<file path="config.mk">
export PLATFORM = sky130hd
export DESIGN_NAME = iqr_front
export DESIGN_NICKNAME = d
export VERILOG_FILES = /design/src/hdl/assert_macros.svh /design/src/hdl/iqr_pkg.sv /design/src/hdl/iqr_front.sv
export SDC_FILE = /design/constraint.sdc
export NUM_CORES = 1
export LEC_CHECK = 0
export BUFFER_PORTS_ARGS = -buffer_cell sky130_fd_sc_hd__buf_2
export CORE_MARGIN = 2
export CORE_UTILIZATION = 50
export DETAILED_ROUTE_END_ITERATION = 6
export PLACE_DENSITY = 0.7
export SLEW_MARGIN = 20
export SYNTH_ARGS = -nofsm -noshare
export SYNTH_HDL_FRONTEND = slang
export SYNTH_SLANG_ARGS = --single-unit
export TNS_END_PERCENT = 20
</file>
<file path="constraint.sdc">
create_clock -name i_clk -period 3.14 [get_ports i_clk]
set_clock_uncertainty 0.2 [all_clocks]
set_input_delay 0.314 -clock i_clk [delete_from_list [all_inputs] [get_ports i_clk]]
set_output_delay 0.314 -clock i_clk [all_outputs]
set_load 0.02 [all_outputs]
</file>
<file path="src/hdl/assert_macros.svh">
// assertion helpers used by the rtl
`ifndef ASSERT_MACROS_SVH
`define ASSERT_MACROS_SVH
`ifndef ASSERT_OFF
`define ASSERT_CLK(label, clk, rst_n, prop) \
    label: assert property (@(posedge clk) disable iff (!(rst_n)) (prop)) \
        else $error("assertion failed");
`define ASSERT_NEVER(label, clk, rst_n, cond) \
    label: assert property (@(posedge clk) disable iff (!(rst_n)) !(cond)) \
        else $error("forbidden condition seen");
`else
`define ASSERT_CLK(label, clk, rst_n, prop)
`define ASSERT_NEVER(label, clk, rst_n, cond)
`endif
`endif

</file>
<file path="src/hdl/iqr_pkg.sv">
`timescale 1ns / 1ps
package iqr_pkg;
    localparam int IQR_MAX_SAMPLES = 256;
    localparam int IQR_SAMPLE_BITS = 16;
    localparam int ITEM_BITS       = 32;
    localparam int SPREAD_BITS     = 17;
    localparam int SPREAD_MAX      = 131071;
    localparam int FIFO_DEPTH      = 4;

    typedef struct packed {
        logic signed [15:0] sample;
        logic               last_sample;
    } t_iqr_in;

    typedef struct packed {
        logic [SPREAD_BITS-1:0] quartile_spread;
        logic                   set_error;
    } t_iqr_out;

    typedef struct packed {
        logic signed [ITEM_BITS-1:0] value;
        logic                        last;
    } t_iqr_item;

    typedef struct packed {
        logic valid;
        logic pop;
    } t_iqr_link;

    typedef enum logic [2:0] {
        ST_IDLE,
        ST_CMP,
        ST_INS0,
        ST_CLOSE,
        ST_QRD,
        ST_QACC,
        ST_DONE
    } t_iqr_state;
endpackage

</file>
<file path="src/hdl/iqr_front.sv">
`timescale 1ns / 1ps
module iqr_front #(
    parameter int SAMPLE_BITS = iqr_pkg::IQR_SAMPLE_BITS
) (
    input  logic                i_clk,
    input  logic                i_rst_n,
    input  logic                i_push,
    output logic                o_full,
    input  iqr_pkg::t_iqr_in    i_in_data,
    output iqr_pkg::t_iqr_item  o_item,
    input  iqr_pkg::t_iqr_link  i_link,
    output logic                o_valid
);
    localparam int PW = $clog2(iqr_pkg::FIFO_DEPTH);
    localparam int CW = $clog2(iqr_pkg::FIFO_DEPTH + 1);

    iqr_pkg::t_iqr_item r_buf [iqr_pkg::FIFO_DEPTH];
    logic [PW-1:0] r_wptr, r_rptr;
    logic [CW-1:0] r_cnt;
    logic [iqr_pkg::ITEM_BITS-1:0] w_raw;
    logic signed [SAMPLE_BITS-1:0] w_bits;
    iqr_pkg::t_iqr_item w_item;
    logic w_wr, w_rd;

    // sign extend from the low sample bits
    assign w_raw        = iqr_pkg::ITEM_BITS'(unsigned'(i_in_data.sample));
    assign w_bits       = w_raw[SAMPLE_BITS-1:0];
    assign w_item.value = iqr_pkg::ITEM_BITS'(w_bits);
    assign w_item.last  = i_in_data.last_sample;

    assign o_full  = (r_cnt == CW'(iqr_pkg::FIFO_DEPTH));
    assign o_valid = (r_cnt != '0);
    assign o_item  = r_buf[r_rptr];
    assign w_wr    = i_push && !o_full;
    assign w_rd    = i_link.pop && o_valid;

    always_ff @(posedge i_clk) begin
        if (w_wr) begin
            r_buf[r_wptr] <= w_item;
        end
        if (!i_rst_n) begin
            r_wptr <= '0;
            r_rptr <= '0;
            r_cnt  <= '0;
        end else begin
            if (w_wr) r_wptr <= r_wptr + PW'(1);
            if (w_rd) r_rptr <= r_rptr + PW'(1);
            r_cnt <= r_cnt + CW'(w_wr) - CW'(w_rd);
        end
    end
endmodule

</file>
==> results.ini, run 1 <==
[yosys]
synth.largest_area_cell = edfxtp_1
yosys_warnings = 0
netlist_instances = 154
synth_top_cell_area_share = 0.6570
syn_nets = 183
syn_area_um2 = 3108
synth_cell_types = 22
synth_top_cells_by_area = edfxtp_1 (66%), mux4_2 (7.2%), mux4_1 (5.9%), dfxtp_1 (5.8%), buf_4 (3.9%)
syn_area_per_cell_um2 = 20.18
ys_ff_latch = 77
ys_seq_area_frac = 0.7150

[sta]
fmax_mhz = 400.0
setup_viol = 0
fin_crit_ns = 2.500
slew_viol_final = 0
hold_violations = 0
worst_pin_slew_ns = 0.5385
tns_ns = 0
slew_headroom = 0.6405
post-route-period-util = 0.7961
rsz0062_at_grt = no

[clock_tree]
clockBufferDepth = 2
clk_pin_slew_ns = 0.07
numCtsBuffers = 9
ctsRootBufferMaster = clkbuf_8
cts.sinks = 77
clk_latency_ns = 0.33
cts_resized = 0
cts_tree = yes
htreeDepth = 3

[route]
vias = 1519
ant_nets = 0
routed_wl_mm = 4.806
drtPass1Iterations = 4
viasPerCell = 5.013
first_iter_violations = 63
drc = 0
wire_per_inst_um = 15.86

[pwr]
leakage_nw = 1.370
peakVddDrop_v = 0.0004250
power.total_mw = 2.944
power.density_nw_per_um2 = 793.0

[setup_path]
r2r-end = r_cnt[2]$_SDFF_PN0_
arrival_ns = 1.99
cp_max_fo = 9
rr_worst_depth = 11
reg2reg_slack_ns = 0.65
worstPathCellList = buf_4 -> mux4_1 -> buf_2
critPathLaunchType = flip-flop
cp_slowest_cell = dfxtp_1
max_stage_delay_ns = 0.66
r2r-start = r_cnt[1]$_SDFF_PN0_
crit_path_end_kind = output port
path_class = flip-flop to output port
endpoint = o_item[5]
worstPathRequired_ns = 2.63

[place]
gp_congestion = 0.6638
dp_hpwl_mm = 3.278
port_buffers = 55

[die]
rows = 28
dieArea_um2 = 6862
die_h_um = 82.84
io_pins = 57
initial_core_util = 0.5218
die_width_um = 82.84
coreArea_um2 = 5956

[min_path]
holdPathStages = 2
hold_path.startpoint = i_rst_n
hp-class = input pin to flip-flop

[finish]
nets = 252
area_growth_pct = 19.44
diodes = 0
final_common_cell = edfxtp_1
final_cell_mix = edfxtp_1 (68), buf_2 (55), dlygate4sd3_1 (17)
drive_gt1_frac = 0.3816

[global_route]
overflow = 0
grt_pass1_vias = 1610
gr-usage-all-layers = 0.1484
grt_max_degree = 18
antenna_found_initial = 0
grt_first_pass_wirelength_mm = 7.707

[flow_run]
maxCapViolCount = 0

[run_status]
status = completed

registers in the layout, summed over array words and instances, names as in the netlist, named ones only:
| signal | cells |
|---|---|
| r_buf | 68 |
| r_rptr | 2 |
| r_wptr | 2 |
| r_cnt | 3 |
worst min path at each step:
stage / end
6_report: r_cnt[0]$_SDFF_PN0_
5_1_grt: r_cnt[0]$_SDFF_PN0_
4_1_cts: r_cnt[0]$_SDFF_PN0_
3_5_place_dp: r_wptr[0]$_SDFFE_PN0P_
3_3_place_gp: r_wptr[1]$_SDFFE_PN0P_
2_1_floorplan: r_buf[0][0]$_DFFE_PP_
cells by family (layout without fill, tap and decap cells):
family / after synthesis / in the layout / share of synthesized area
AND/OR/NAND/NOR: 17 / 17 / 0.03301
buffers and inverters: 28 / 102 / 0.06401
flip-flops: 77 / 77 / 0.7150
multiplexers: 19 / 19 / 0.1381
XOR/XNOR: 4 / 4 / 0.01127
adder cells (fa/ha/maj): 7 / 7 / 0.03060
AO/OA/AOI/OAI: 2 / 2 / 0.008053
synthesized netlist by cell type:
cell type,count
buf_2,2
o311ai_2,1
buf_12,1
and2_1,8
nand2_1,4
or3_1,1
edfxtp_1,68
buf_6,2
nor2b_1,3
mux4_2,10
fa_1,1
clkbuf_1,1
buf_4,16
xnor2_1,3
mux2i_1,2
dfxtp_1,9
inv_1,6
o31a_1,1
mux4_1,7
xor2_1,1
nor3b_2,1
ha_1,6
cell type report:
cell class,instances,area (um2)
fillers,468,2243
clock inverters,6,53.80
repair buffers,80,505.5
multi-input cells,49,686.9
clock buffers,10,127.6
inverters,6,22.52
flip-flops and latches,77,2222
well taps,75,93.84
timing repair:
action,in CTS,in global routing
hold endpoints to repair,67,0
buffers inserted,0,0
setup endpoints to repair,0,0
hold buffers,17,0
metal layers:
metal | wire length [um] | GRT usage | up-vias
met4 | 46 | 0.07601 | 0
met5 | 0 | 0 | -
met2 | 2706 | 0.2735 | 39
li1 | - | - | 717
met3 | 192 | 0.03181 | 4
met1 | 1861 | 0.1587 | 759
power by group:
| part | internal [mW] | switching, mW | total, mW |
|---|---|---|---|
| registers | 1.25 | 0.0837 | 1.33 |
| clock network | 0.358 | 0.313 | 0.671 |
| logic | 0.406 | 0.536 | 0.942 |
critical path: cells and delay by family (launching register included):
kind,cells,cell delay (ns)
buffers and inverters,2,0.44
multiplexers,1,0.56
flip-flops,1,0.66
through the flow:
stage	area, um2	hold slack [ns]	std cells	setup WS, ns	util
after CTS	3712	0.1008	303	0.5919	0.6233
after global placement	3361	0.2780	270	0.7561	0.5643
after floorplan	3108	0.2129	154	0.6693	-
after global routing	3712	0.1237	303	0.4980	0.6233
after detailed placement	3361	0.2994	270	0.6433	0.5643
final	3712	0.1101	303	0.6402	0.6233
Note: power is estimated with default switching activity, not from simulation.
==> run 2: changes to the inputs <==
--- a/config.mk
+++ b/config.mk
@@ -5,6 +5,7 @@
 export SDC_FILE = /design/constraint.sdc
 export NUM_CORES = 1
 export LEC_CHECK = 0
+export ABC_AREA = 1
 export BUFFER_PORTS_ARGS = -buffer_cell sky130_fd_sc_hd__buf_2
 export CORE_MARGIN = 2
 export CORE_UTILIZATION = 50
==> constraint.sdc (replaced) <==
create_clock -name i_clk -period 2.39 [get_ports i_clk]
set_clock_uncertainty 0.2 [all_clocks]
set_input_delay 0.239 -clock i_clk [delete_from_list [all_inputs] [get_ports i_clk]]
set_output_delay 0.239 -clock i_clk [all_outputs]
set_load 0.02 [all_outputs]
==> results.ini, run 2 <==
[run_status]
status = completed

[pwr]
swShare = 0.3531  ; +0.03638
p_int_mw = 2.691  ; +34%
power_frac_seq = 0.411  ; -0.041
switching_power_mw = 1.469  ; +58%
power.density_nw_per_um2 = 1084  ; +37%
clkPwrFrac = 0.247  ; +0.019
leakage_nw = 1.500  ; +9.5%
power.total_mw = 4.160  ; +41%
peakVddDrop_v = 0.0005550  ; +31%
pwr-share-comb = 0.342  ; +0.022

[clock_tree]
cts_tree = yes
ctsHoldBuffers = 18  ; +1
ctsRootBufferMaster = clkbuf_8
cts.sinks = 77  ; unchanged
clockBufferDepth = 2  ; unchanged
htreeDepth = 3  ; unchanged
numCtsBuffers = 9  ; unchanged
clk_latency_ns = 0.34  ; about the same
postCtsSetupBuffers = 0  ; unchanged
cts_resized = 0  ; unchanged
clk_pin_slew_ns = 0.07  ; about the same

[sta]
worst_pin_slew_ns = 0.4402  ; -0.09828 ns
post-route-period-util = 0.8875
tns_ns = 0  ; unchanged
timing.hold.ws_ns = 0.01931  ; -0.09077 ns
fmax_mhz = 471.5
rsz0062_at_grt = no
slew_viol_final = 0  ; unchanged
setup_viol = 0  ; unchanged
fin_crit_ns = 2.121
fin_ws_ns = 0.2689  ; -0.3713 ns
hold_violations = 0  ; unchanged
slew_headroom = 0.7061  ; +0.06558

[route]
drtPass1Iterations = 4  ; unchanged
wl_met2_mm = 2.999  ; +11%
vias = 1991  ; +31%
route.met3.wl_um = 242  ; +26%
routed_wl_mm = 5.718  ; +19%
first_iter_violations = 88  ; +40%
wire_per_inst_um = 14.37  ; -9.4%
ant_nets = 0  ; unchanged
highest_layer = met4
viasPerCell = 5.003  ; -0.21%
m1WireLength_mm = 2.412  ; +30%
drc = 0  ; unchanged

[global_route]
grt_max_degree = 35  ; +17
grt_pass1_vias = 1934  ; +20%
grt_first_pass_wirelength_mm = 9.183  ; +19%
antenna_found_initial = 0  ; unchanged
overflow = 0  ; unchanged
gr-usage-all-layers = 0.1731  ; +0.02470

[finish]
area_growth_pct = 20.38
drive_gt1_frac = 0.3084  ; -0.07317
final_area_um2 = 3836  ; +3.3%
utilization = 0.6147  ; -0.008644
largest-register = r_buf
largest_register_ffs = 68  ; unchanged
final_common_cell = edfxtp_1
diodes = 0  ; unchanged
fillers = 502  ; +7.3%
fin_cells = 398  ; +31%
nets = 345  ; +37%
largestRegisters = r_buf x68, r_cnt x3
final_cell_mix = edfxtp_1 (68), buf_2 (55), nor2_1 (40)

[setup_path]
arrival_ns = 2.16  ; +0.17 ns
critPathLaunchType = flip-flop
path_class = flip-flop to flip-flop
cp_max_fo = 6  ; -3
worstPathRequired_ns = 2.43  ; -0.20 ns
crit_path_end_kind = flip-flop
reg2reg_slack_ns = 0.27  ; -0.38 ns

[place]
port_buffers = 55  ; unchanged
placed_cells = 364  ; +35%
dp_hpwl_mm = 3.473  ; +6.0%
dpl_cell_area_um2 = 3443  ; +2.5%
preCtsSetupSlack_ns = 0.2615  ; -0.3818 ns
gp_congestion = 0.7568  ; +14%

[die]
die_width_um = 83.84  ; +1.2%
rows = 29  ; +3.6%
coreArea_um2 = 6241  ; +4.8%
die_h_um = 83.84  ; +1.2%
initial_core_util = 0.5106  ; -0.01122
dieArea_um2 = 7028  ; +2.4%
io_pins = 57  ; unchanged

[yosys]
synth_top_cell_area_share = 0.6408  ; -0.01625
syn_nets = 275  ; +50%
ys_async_sr_fraction = 0  ; unchanged
synth_top_cells_by_area = edfxtp_1 (64%), dfxtp_1 (5.7%), nor2_1 (5.2%), buf_4 (4.2%), o22ai_1 (3.3%)
syn_area_um2 = 3187  ; +2.5%
synth_edf_count = 68  ; unchanged
synth_cell_types = 21  ; -4.5%
netlist_instances = 246  ; +60%
synth.largest_area_cell = edfxtp_1
yosysMostFrequentCell = edfxtp_1
yosys_warnings = 0  ; unchanged
synth_common_cells = edfxtp_1 (68), nor2_1 (44), buf_4 (18)
ys_ff_latch = 77  ; unchanged
ys.flop_type = edfxtp_1
ys_seq_area_frac = 0.6973  ; -0.01768
syn_area_per_cell_um2 = 12.95  ; -36%

[flow_run]
maxCapViolCount = 0  ; unchanged

[min_path]
hp-class = input pin to flip-flop

-- run 2: changes by cell type after synthesis, sizes merged, moves of 5 or more --
cell,delta
o21ai,+34
mux4,-17
nand2,+10
a21oi,+5
nor2,+45
inv,+11
o22ai,+17
and2,-8
-- run 2: worst paths after layout --
check                            to  depth (start not counted)                   start
max             r_cnt[1]$_SDFF_PN0_                          9     r_cnt[1]$_SDFF_PN0_
min          r_wptr[1]$_SDFFE_PN0P_                          3                  i_push
max reg2reg     r_cnt[1]$_SDFF_PN0_                          9     r_cnt[1]$_SDFF_PN0_
min reg2reg               flip-flop                          2  r_rptr[1]$_SDFFE_PN0P_
-- run 2: power groups by stage --
| stage | combinational, mW | sequential (mW) | clock [mW] |
|---|---|---|---|
| after global routing | 1.56 | 1.73 | 1.10 |
| after global placement | 1.39 | 1.73 | 0 |
| after floorplan | 1.16 | 1.73 | 0 |
| final | 1.42 | 1.71 | 1.03 |
| after CTS | 1.44 | 1.71 | 1.05 |
| after detailed placement | 1.41 | 1.74 | 0 |
-- run 2: cells by family (layout without fill, tap and decap cells) --
family / Yosys count / in the layout / share of synthesized area
fa+ha+maj: 7 / 7 / 0.02984
flops: 77 / 77 / 0.6973
simple gates: 63 / 63 / 0.07813
compound gates: 57 / 57 / 0.1088
buf+inv: 42 / 117 / 0.08598
-- run 2: area by class of cell --
| cell class | instances | area (um2) | area share |
|---|---|---|---|
| Clock buffer | 9 | 123.9 | 0.03229 |
| Clock inverter | 7 | 88.84 | 0.02316 |
| Inverter | 17 | 66.31 | 0.01729 |
| Multi-Input combinational cell | 127 | 700.7 | 0.1826 |
| Sequential cell | 77 | 2222 | 0.5793 |
| Tap cell | 77 | 96.34 | 0.02511 |
| Timing Repair Buffer | 84 | 538.0 | 0.1402 |
-- run 2: per-layer routing --
metal | GRT usage | vias to the layer above
met1 | 0.2106 | 943
met2 | 0.2945 | 49
met3 | 0.04550 | 6
met4 | 0.06891 | 0
met5 | 0 | -
li1 | - | 993
-- run 2: critical path, cell delays in order, from the launching register on --
cell     delay, ns
dfxtp_1       0.33
nor2_2        0.17
nand2_2       0.11
nand2_1       0.22
ha_1          0.27
inv_1         0.06
ha_1          0.15
fa_1          0.40
nand2_1       0.08
inv_1         0.03
==> run 3: changes to the inputs <==
--- a/config.mk
+++ b/config.mk
@@ -5,7 +5,6 @@
 export SDC_FILE = /design/constraint.sdc
 export NUM_CORES = 1
 export LEC_CHECK = 0
-export ABC_AREA = 1
 export BUFFER_PORTS_ARGS = -buffer_cell sky130_fd_sc_hd__buf_2
 export CORE_MARGIN = 2
 export CORE_UTILIZATION = 50
==> results.ini, run 3 (synthesis results as in run 1) <==
[run_status]
status = completed

[place]
gp_congestion = 0.6906  ; -8.7%
dp_hpwl_mm = 3.440  ; -0.95%
placed_cells = 272  ; -25%
port_buffers = 55  ; unchanged
preCtsSetupSlack_ns = 0.007444  ; -0.2540 ns
dpl_cell_area_um2 = 3410  ; -0.98%

[global_route]
grt_max_degree = 18  ; -49%
grt_pass1_vias = 1710  ; -12%
overflow = 0  ; unchanged
grt_first_pass_wirelength_mm = 8.190  ; -11%
gr-usage-all-layers = 0.1567  ; -0.01643
antenna_found_initial = 0  ; unchanged

[finish]
largestRegisters = r_buf x68, r_cnt x3
area_growth_pct = 24.32
fin_cells = 308  ; -23%
fillers = 427  ; -15%
drive_gt1_frac = 0.4549  ; +0.1465
diodes = 0  ; unchanged
largest_register_ffs = 68  ; unchanged
nets = 257  ; -26%
final_area_um2 = 3864  ; +0.72%
final_common_cell = edfxtp_1
largest-register = r_buf
final_cell_mix = edfxtp_1 (68), buf_2 (55), dlygate4sd3_1 (17)

[sta]
setup_viol = 0  ; unchanged
worst_pin_slew_ns = 0.4152  ; -0.02500 ns
fin_ws_ns = 0.04781  ; -0.2211 ns
fin_crit_ns = 2.342  ; +0.2211 ns
slew_headroom = 0.7232  ; +0.01709
fmax_mhz = 427.0  ; -9.4%
timing.hold.ws_ns = 0.02817  ; +0.008859 ns
rsz0062_at_grt = yes
post-route-period-util = 0.9800  ; +0.09251
slew_viol_final = 0  ; unchanged
hold_violations = 0  ; unchanged

[pwr]
power_frac_seq = 0.422  ; +0.011
pwr-share-comb = 0.330  ; -0.012
switching_power_mw = 1.314  ; -11%
p_int_mw = 2.843  ; +5.6%
swShare = 0.3162  ; -0.03699
power.density_nw_per_um2 = 1076  ; -0.78%
clkPwrFrac = 0.248  ; about the same
peakVddDrop_v = 0.0005823  ; +4.9%
leakage_nw = 1.419  ; -5.4%

[setup_path]
crit_path_end_kind = flip-flop
cpMostUsedCell = ha_4
critPathLaunchType = flip-flop
cp.buffers_inverters = 1  ; -1
worstPathCellList = o31a_1 -> ha_4 -> inv_4 -> ha_4 -> fa_2 -> xor2_2 -> xnor2_1 -> and2_1
worstPathRequired_ns = 2.41  ; -0.02 ns
path_class = flip-flop to flip-flop
cp_slowest_cell = fa_2
max_stage_delay_ns = 0.39  ; about the same
crit_family = adder cells
arrival_ns = 2.36  ; +0.20 ns
cp_max_fo = 6  ; unchanged

[min_path]
hp-class = input pin to flip-flop

[clock_tree]
cts_tree = yes
cts.sinks = 77  ; unchanged
clk_latency_ns = 0.33  ; about the same
clk_pin_slew_ns = 0.07  ; about the same
numCtsBuffers = 9  ; unchanged
clockBufferDepth = 2  ; unchanged
htreeDepth = 3  ; unchanged
ctsRootBufferMaster = clkbuf_8

[die]
die_h_um = 82.84  ; -1.2%
initial_core_util = 0.5218  ; +0.01122
die_width_um = 82.84  ; -1.2%
dieArea_um2 = 6862  ; -2.4%
io_pins = 57  ; unchanged
coreArea_um2 = 5956  ; -4.6%
rows = 28  ; -3.4%

[route]
vias = 1566  ; -21%
wire_per_inst_um = 16.82  ; +17%
ant_nets = 0  ; unchanged
viasPerCell = 5.084  ; +1.6%
routed_wl_mm = 5.181  ; -9.4%
first_iter_violations = 66  ; -25%
drc = 0  ; unchanged
drtPass1Iterations = 4  ; unchanged

[flow_run]
maxCapViolCount = 0  ; unchanged

run 3: changes by cell type in the layout (fill, tap and decap cells not counted), moves of 4 or more:
cell / previous run / this run
o21ai_2: 10 / 0
o21ai_0: 12 / 0
nand2_1: 12 / 4
dfxtp_1: 9 / 5
o21ai_1: 12 / 0
mux4_1: 0 / 7
nor2_2: 5 / 0
o22ai_1: 17 / 0
inv_1: 15 / 4
and2_1: 0 / 8
mux4_2: 0 / 10
a21oi_1: 5 / 0
nand3_1: 4 / 0
nor2_1: 40 / 0
run 3: what timing repair did:
| action | 4_1_cts | 5_1_grt |
|---|---|---|
| setup buffers | 0 | 3 |
| pin swaps | 0 | 6 |
| endpoints found under the setup margin | 1 | 2 |
| hold buffers | 17 | 0 |
| gates resized for setup | 1 | 12 |
| endpoints found under the hold margin | 68 | 0 |
run 3: worst reg2reg max path, stage by stage, from the launching register on:
cell     delay [ns]
dfxtp_4        0.38
o31a_1         0.34
ha_4           0.29
inv_4          0.03
ha_4           0.15
fa_2           0.39
xor2_2         0.19
xnor2_1        0.13
and2_1         0.14
run 3: worst paths after layout:
check | start | depth (start not counted) | endpoint | slack, ns
worst max register to register | r_cnt[1]$_SDFF_PN0_ | 8 | r_cnt[2]$_SDFF_PN0_ | 0.05
worst min-delay path | i_rst_n | 2 | flip-flop | 0.03
worst max-delay path | r_cnt[1]$_SDFF_PN0_ | 8 | r_cnt[2]$_SDFF_PN0_ | 0.05
worst min register to register | r_wptr[0]$_SDFFE_PN0P_ | 2 | r_wptr[0]$_SDFFE_PN0P_ | 0.31
run 3: per-layer routing:
metal	vias up	global-route usage	share of wire
met1	787	0.1692	0.39
li1	730	-	-
met4	0	0.06259	0.015
met5	-	0	0
met3	8	0.03678	0.039
met2	41	0.2933	0.55
run 3: power by group through the flow:
stage	Clock (mW)	Combinational [mW]	Sequential, mW
final	1.03	1.37	1.76
after global routing	1.11	1.47	1.77
after CTS	1.05	1.32	1.75
after detailed placement	0	1.29	1.78
after global placement	0	1.26	1.76
after floorplan	0	1.10	1.73
run 3: stage by stage:
stage	util	power [mW]	TNS, ns
2_1_floorplan	-	2.827	0
3_3_place_gp	0.5725	3.019	0
3_5_place_dp	0.5725	3.071	0
4_1_cts	0.6372	4.116	0
5_1_grt	0.6487	4.354	-0.04241
6_report	0.6487	4.157	0
run 3: cell type report:
class	instances	area, um2	area share
clock inverters	7	90.09	0.02332
flip-flops and latches	77	2232	0.5777
clock buffers	9	123.9	0.03206
repair buffers	85	568.0	0.1470
multi-input cells	49	730.7	0.1891
inverters	6	25.02	0.006477
well taps	75	93.84	0.02429
